### src/sv/bba_pkg.sv
`timescale 1ns / 1ps
`default_nettype none
package bba_pkg;

  localparam int MEM_UNITS_DEF  = 1024;
  localparam int OWNER_BITS_DEF = 16;

  localparam int ACTION_W = 1;
  localparam int REQ_W    = 11;
  localparam int ID_W     = 16;
  localparam int STATUS_W = 2;
  localparam int START_W  = 10;
  localparam int SIZE_W   = 11;
  // Rounded request size can reach 2048.
  localparam int NEED_W   = REQ_W + 1;

  localparam logic [STATUS_W-1:0] ST_DONE     = 2'd0;
  localparam logic [STATUS_W-1:0] ST_NO_SPACE = 2'd1;
  localparam logic [STATUS_W-1:0] ST_NO_BLOCK = 2'd2;

  localparam logic ACT_ALLOC = 1'b0;
  localparam logic ACT_FREE  = 1'b1;

  typedef enum logic [3:0] {
    OP_NONE,
    OP_CLEAR,
    OP_LOAD,
    OP_RD,
    OP_EV_BEST,
    OP_SPLIT,
    OP_COMMIT,
    OP_NOSPACE,
    OP_EV_OWN,
    OP_NOBLOCK,
    OP_RELEASE,
    OP_MRG_EV,
    OP_MRG_W1,
    OP_MRG_W2,
    OP_MRG_NEXT,
    OP_PUSH
  } bba_op_t;

  typedef enum logic [3:0] {
    S_CLR,
    S_IDLE,
    S_A_RD,
    S_A_EV,
    S_A_DEC,
    S_F_RD,
    S_F_EV,
    S_F_REL,
    S_M_RD,
    S_M_EV,
    S_M_CMP,
    S_M_W2,
    S_FIN
  } bba_state_t;

  typedef struct packed {
    bba_op_t op;
  } bba_cmd_t;

  typedef struct packed {
    logic scan_end;
    logic is_free;
    logic fits;
    logic best_zero;
    logic split_more;
    logic cand;
    logic mate_eq;
    logic match;
    logic changed;
    logic out_busy;
  } bba_stat_t;

endpackage
`default_nettype wire

### src/sv/bba_ctrl.sv
`timescale 1ns / 1ps
`default_nettype none
module bba_ctrl
  import bba_pkg::*;
(
  input  wire logic      clk,
  input  wire logic      rst_n,
  input  wire logic      in_valid,
  output logic           in_ready,
  input  wire logic      out_ready,
  input  wire bba_stat_t stat,
  output bba_cmd_t       cmd
);

  bba_state_t state_r, state_nxt;

  always_ff @(posedge clk) begin
    if (!rst_n) begin
      state_r <= S_CLR;
    end else begin
      state_r <= state_nxt;
    end
  end

  always_comb begin
    state_nxt = state_r;
    cmd.op    = OP_NONE;
    in_ready  = 1'b0;
    unique case (state_r)
      S_CLR: begin
        cmd.op = OP_CLEAR;
        if (stat.scan_end) state_nxt = S_IDLE;
      end
      S_IDLE: begin
        in_ready = 1'b1;
        if (in_valid) begin
          cmd.op    = OP_LOAD;
          state_nxt = stat.is_free ? S_F_RD : S_A_RD;
        end
      end
      S_A_RD: begin
        if (!stat.fits) begin
          cmd.op    = OP_NOSPACE;
          state_nxt = S_FIN;
        end else begin
          cmd.op    = OP_RD;
          state_nxt = S_A_EV;
        end
      end
      S_A_EV: begin
        cmd.op    = OP_EV_BEST;
        state_nxt = stat.scan_end ? S_A_DEC : S_A_RD;
      end
      S_A_DEC: begin
        if (stat.best_zero) begin
          cmd.op    = OP_NOSPACE;
          state_nxt = S_FIN;
        end else if (stat.split_more) begin
          cmd.op = OP_SPLIT;
        end else begin
          cmd.op    = OP_COMMIT;
          state_nxt = S_FIN;
        end
      end
      S_F_RD: begin
        cmd.op    = OP_RD;
        state_nxt = S_F_EV;
      end
      S_F_EV: begin
        if (stat.match) begin
          cmd.op    = OP_EV_OWN;
          state_nxt = S_F_REL;
        end else if (stat.scan_end) begin
          cmd.op    = OP_NOBLOCK;
          state_nxt = S_FIN;
        end else begin
          cmd.op    = OP_EV_OWN;
          state_nxt = S_F_RD;
        end
      end
      S_F_REL: begin
        cmd.op    = OP_RELEASE;
        state_nxt = S_M_RD;
      end
      S_M_RD: begin
        cmd.op    = OP_RD;
        state_nxt = S_M_EV;
      end
      S_M_EV: begin
        if (stat.cand) begin
          cmd.op    = OP_MRG_EV;
          state_nxt = S_M_CMP;
        end else begin
          cmd.op    = OP_MRG_NEXT;
          state_nxt = (stat.scan_end && !stat.changed) ? S_FIN : S_M_RD;
        end
      end
      S_M_CMP: begin
        if (stat.mate_eq) begin
          cmd.op    = OP_MRG_W1;
          state_nxt = S_M_W2;
        end else begin
          cmd.op    = OP_MRG_NEXT;
          state_nxt = (stat.scan_end && !stat.changed) ? S_FIN : S_M_RD;
        end
      end
      S_M_W2: begin
        // A merge always forces another pass.
        cmd.op    = OP_MRG_W2;
        state_nxt = S_M_RD;
      end
      S_FIN: begin
        if (!stat.out_busy || out_ready) begin
          cmd.op    = OP_PUSH;
          state_nxt = S_IDLE;
        end
      end
      default: state_nxt = S_CLR;
    endcase
  end

endmodule
`default_nettype wire

### config.mk
export PLATFORM = sky130hd
export DESIGN_NAME = bba_ctrl
export DESIGN_NICKNAME = d
export VERILOG_FILES = /design/src/sv/bba_pkg.sv /design/src/sv/bba_ctrl.sv
export SDC_FILE = /design/constraint.sdc
export NUM_CORES = 1
export LEC_CHECK = 0
export BUFFER_PORTS_ARGS = -buffer_cell sky130_fd_sc_hd__buf_4
export CORE_AREA = 2 2 39 41
export DETAILED_ROUTE_END_ITERATION = 7
export DIE_AREA = 0 0 41 43
export PLACE_DENSITY = 0.71
export SLEW_MARGIN = 20
export SYNTH_ARGS = -nofsm -noshare
export SYNTH_HDL_FRONTEND = slang
export SYNTH_SLANG_ARGS = --single-unit
### constraint.sdc
create_clock -name clk -period 2.1 [get_ports clk]
set_clock_uncertainty 0.1 [all_clocks]
set_input_delay 0.315 -clock clk [delete_from_list [all_inputs] [get_ports clk]]
set_output_delay 0.315 -clock clk [all_outputs]
set_load 0.03 [all_outputs]
==> report_table.html <==
<table>
<tr><th>Metric</th><th>Value</th></tr>
<tr><th colspan="2">Drt</th></tr>
<tr><td>Drc violations</td><td>0</td></tr>
<tr><td>Wire per inst</td><td>13.5 um</td></tr>
<tr><td>Post-DR vias/cell</td><td>a little under 6</td></tr>
<tr><td>Drt first-iter violations</td><td>17</td></tr>
<tr><td>Number of nets with antenna violations after detailed routing</td><td>0</td></tr>
<tr><td>Total routed wirelength</td><td>1760 um</td></tr>
<tr><td>Vias</td><td>~780</td></tr>
<tr><td>First-pass iteration count of the detailed router</td><td>4</td></tr>
<tr><th colspan="2">Power</th></tr>
<tr><td>Tot Pwr</td><td>between 0.0009 and 0.001 W</td></tr>
<tr><td>Standby leakage power</td><td>0.341 nW</td></tr>
<tr><td>Pwr Density</td><td>between 1000 and 1500 nW/um^2</td></tr>
<tr><td>Peak supply drop</td><td>0.591 mV</td></tr>
<tr><th colspan="2">Global route</th></tr>
<tr><td>Congestion Overflow GR</td><td>0</td></tr>
<tr><td>Wire length of the first global-routing pass</td><td>2910 um</td></tr>
<tr><td>Number of antenna violations at the first check in global routing</td><td>0</td></tr>
<tr><td>GRT Resource Usage Total</td><td>24.6%</td></tr>
<tr><td>Number of global-route vias before repair</td><td>666</td></tr>
<tr><td>Largest net degree at the start of global routing</td><td>20</td></tr>
<tr><th colspan="2">Clock tree</th></tr>
<tr><td>Number of buffers inserted during clock tree synthesis</td><td>3</td></tr>
<tr><td>H-tree levels</td><td>1</td></tr>
<tr><td>Worst-path clk slew</td><td>0.03 ns</td></tr>
<tr><td>Maximum count of clock buffers along a single path</td><td>2</td></tr>
<tr><td>CTS Sinks</td><td>4</td></tr>
<tr><td>Clock tree from TritonCTS</td><td>yes</td></tr>
<tr><td>Clock tree root buffer cell</td><td>sky130_fd_sc_hd__clkbuf_4</td></tr>
<tr><td>Insertion delay of the later-clocked pin in the worst-skew pair</td><td>0.24 ns</td></tr>
<tr><th colspan="2">Setup path</th></tr>
<tr><td>Maximum net fanout on the critical path</td><td>9</td></tr>
<tr><td>Arr. time, crit path</td><td>1.60 ns</td></tr>
<tr><td>Critical path type</td><td>reg -&gt; out</td></tr>
<tr><td>Endpoint class of the critical path</td><td>output port</td></tr>
<tr><td>Required time of the critical path</td><td>1.68 ns</td></tr>
<tr><td>Type of element launching the critical path</td><td>flip-flop</td></tr>
<tr><th colspan="2">Cells and area</th></tr>
<tr><td>Area of the multi-input gates</td><td>465 sq um</td></tr>
<tr><td>Registers with the most flip-flops</td><td>state_r (4)</td></tr>
<tr><td>Total Nets Final</td><td>130</td></tr>
<tr><td>Most flop-heavy register</td><td>state_r</td></tr>
<tr><td>Fraction of layout instances using a drive strength above 1</td><td>28.9%</td></tr>
<tr><td>Fill cell count</td><td>140</td></tr>
<tr><td>Sequential cell area</td><td>roughly 81 sq um</td></tr>
<tr><td>Number of inserted diodes</td><td>0</td></tr>
<tr><td>Area overhead of the layout relative to synthesis</td><td>33.0%</td></tr>
<tr><td>Flip-flop count of the largest register after layout</td><td>4</td></tr>
<tr><th colspan="2">Placement</th></tr>
<tr><td>Port Buf Inserts</td><td>18</td></tr>
<tr><td>HPWL after detailed placement</td><td>1390 um</td></tr>
<tr><td>Weighted congestion reported at the end of routability-driven placement</td><td>around 0.89</td></tr>
<tr><th colspan="2">STA</th></tr>
<tr><td>Achievable Freq</td><td>0.496 GHz</td></tr>
<tr><td>Final Slew Violations</td><td>0</td></tr>
<tr><td>Number of endpoints with negative hold slack in the final report</td><td>0</td></tr>
<tr><td>Accumulated negative setup slack</td><td>0 ns</td></tr>
<tr><td>Worst slew slack as a fraction of its limit</td><td>69.2%</td></tr>
<tr><td>Worst-margin pin slew</td><td>approximately 0.46 ns</td></tr>
<tr><td>Worst hold slack after final layout</td><td>0.227 ns</td></tr>
<tr><td>Final cycle utilization of the critical path</td><td>96.0%</td></tr>
<tr><td>Time the worst path needs with I/O delays and setup</td><td>2.02 ns</td></tr>
<tr><td>Final setup vio count</td><td>0</td></tr>
<tr><td>Setup repair after global routing missed its margin</td><td>false</td></tr>
<tr><th colspan="2">Logic synthesis</th></tr>
<tr><td>Adder and majority gate portion of the synthesized area</td><td>0%</td></tr>
<tr><td>Xor and xnor fraction of the mapped netlist area</td><td>0%</td></tr>
<tr><td>Total of flip-flops plus latches after synthesis</td><td>4</td></tr>
<tr><td>Number of warnings issued by yosys</td><td>0</td></tr>
<tr><td>Cell Area, Synth</td><td>618 sq um</td></tr>
<tr><td>Compound-Gate Fraction of Synth Area</td><td>36.4%</td></tr>
<tr><td>Seq/Total Area, Yosys</td><td>about an eighth</td></tr>
<tr><td>Number of library cell types mapped by synthesis</td><td>32</td></tr>
<tr><td>Largest family of logic cells by synthesized area</td><td>simple AND/OR/NAND/NOR gates</td></tr>
<tr><td>Fraction of synthesized area in multiplexers</td><td>1.62%</td></tr>
<tr><td>Synthesized net count</td><td>between 100 and 150</td></tr>
<tr><td>Syn Area/Cell</td><td>around 6.6 sq um</td></tr>
<tr><td>Synthesized-area fraction occupied by and/or/nand/nor cells</td><td>37.0%</td></tr>
<tr><td>Number of standard cells after synthesis</td><td>94</td></tr>
<tr><th colspan="2">Die</th></tr>
<tr><td>Boundary Pins</td><td>19</td></tr>
<tr><td>Width of the die</td><td>between 40 and 50 um</td></tr>
<tr><td>Placeable core region</td><td>1380 sq um</td></tr>
<tr><td>Die height</td><td>43 um</td></tr>
<tr><td>Total Die Area</td><td>1760 sq um</td></tr>
<tr><td>Initial Util</td><td>44.7%</td></tr>
<tr><td>Count of standard-cell rows</td><td>14</td></tr>
<tr><th colspan="2">Job</th></tr>
<tr><td>Number of violations of the max-capacitance limit</td><td>0</td></tr>
<tr><th colspan="2">Status</th></tr>
<tr><td>Status</td><td>complete, no violations</td></tr>
<tr><th colspan="2">Min path</th></tr>
<tr><td>Min-Delay Path Class</td><td>in -&gt; reg</td></tr>
</table>
worst paths after layout:
kind | depth (start not counted) | start | slack (ns) | to
setup / recovery | 5 | state_r[3]$_SDFFE_PN0P_ | 0.08 | cmd[0]
hold / removal | 2 | rst_n | 0.23 | state_r[3]$_SDFFE_PN0P_
setup reg to reg | 6 | state_r[2]$_SDFFE_PN0P_ | 0.34 | state_r[0]$_SDFFE_PN0P_
hold reg to reg | 3 | state_r[3]$_SDFFE_PN0P_ | 0.59 | state_r[0]$_SDFFE_PN0P_
worst max-delay path, stage by stage, from the launching register on:
cell and delay, ns:
sky130_fd_sc_hd__dfxtp_1 0.42, sky130_fd_sc_hd__bufinv_8 0.24, sky130_fd_sc_hd__nand3_1 0.08, sky130_fd_sc_hd__a21oi_1 0.08, sky130_fd_sc_hd__or3_1 0.36, sky130_fd_sc_hd__buf_4 0.17
kinds of logic (layout without fill, tap and decap cells):
kind of cell    count (synthesis)  count (layout)
buf+inv                        14              34
compound gates                 35              35
simple gates                   40              40
mux                             1               1
flops                           4               4
stage by stage:
| step | utilization (%) | area (sq um) | worst slack [ns] | instances |
|---|---|---|---|---|
| final | 59.4 | 822 | 0.0846 | 130 |
| after detailed placement | 57.6 | 797 | 0.287 | 127 |
| after CTS | 59.2 | 820 | 0.0165 | 130 |
| after global routing | 59.4 | 822 | 0.00445 | 130 |
| after floorplan | - | 618 | 0.0948 | 94 |
| after global placement | 57.6 | 797 | 0.282 | 127 |
repair_timing:
| action | CTS | global route |
|---|---|---|
| buffers inserted | 0 | 0 |
| hold buffers | 0 | 0 |
| setup endpoints to repair | 0 | 3 |
| gates resized for setup | 0 | 2 |
area by class of cell:
cell class                      instances  share of cell area, %
Tap cell                               16                   2.44
Timing Repair Buffer                   24                   23.4
Sequential cell                         4                   9.89
Clock buffer                            3                   2.74
Inverter                                7                   4.87
Multi-Input combinational cell         76                   56.6
cell usage in the layout (no fill, tap or decap), types with 2 or more instances in the layout:
cell                        n
sky130_fd_sc_hd__o211ai_1   2
sky130_fd_sc_hd__buf_4     23
sky130_fd_sc_hd__dfxtp_1    3
sky130_fd_sc_hd__nand3_1    5
sky130_fd_sc_hd__a31oi_1    2
sky130_fd_sc_hd__inv_1      6
sky130_fd_sc_hd__nand2b_1   7
sky130_fd_sc_hd__o21ai_0    7
sky130_fd_sc_hd__o31ai_1    5
sky130_fd_sc_hd__a21oi_1   10
sky130_fd_sc_hd__nor2_1     7
sky130_fd_sc_hd__a211oi_1   2
sky130_fd_sc_hd__clkbuf_4   3
sky130_fd_sc_hd__nand2_1    6
sky130_fd_sc_hd__nor2b_1    5
sky130_fd_sc_hd__a221oi_1   2
sky130_fd_sc_hd__nand3b_1   2
power breakdown:
part | internal (W) | switching (W) | total [W]
clock | 0.0000640 | 0.0000337 | 0.0000977
combinational | 0.000317 | 0.000389 | 0.000706
sequential | 0.000102 | 0.0000532 | 0.000155
metal layers:
| layer | track usage, % | up-vias | wire [um] |
|---|---|---|---|
| met1 | 32.9 | 355 | 774 |
| met5 | 0 | - | 0 |
| met3 | 8.90 | 4 | 116 |
| li1 | - | 384 | - |
| met4 | 12.0 | 0 | 40 |
| met2 | 33.8 | 32 | 824 |
cells in the mapped netlist, drive strengths merged:
| cell type | instances | area share, % |
|---|---|---|
| a2111oi | 1 | 1.4 |
| a21boi | 1 | 1.2 |
| clkbuf | 1 | 0.61 |
| mux2i | 1 | 1.6 |
| a31oi | 2 | 2.0 |
| nor3b | 1 | 1.2 |
| nor2b | 5 | 5.1 |
| nand2b | 7 | 7.1 |
| nor3 | 1 | 0.81 |
| nor2 | 8 | 6.1 |
| nand2 | 6 | 3.6 |
| nand4b | 1 | 1.4 |
| inv | 6 | 3.6 |
| nand3 | 5 | 4.0 |
| a311oi | 1 | 2.4 |
| buf | 6 | 4.9 |
| o31ai | 5 | 6.1 |
| or4b | 1 | 2.2 |
| o22ai | 1 | 1.0 |
| a21oi | 10 | 8.1 |
| nand3b | 2 | 2.4 |
| a221oi | 2 | 2.8 |
| dfxtp | 4 | 13 |
| a211oi | 2 | 2.4 |
| or3 | 1 | 1.0 |
| nor4 | 1 | 1.0 |
| or2 | 1 | 1.0 |
| o21ai | 8 | 6.5 |
| o211ai | 2 | 2.4 |
| bufinv | 1 | 2.8 |
Note: power is estimated with default switching activity, not from simulation.
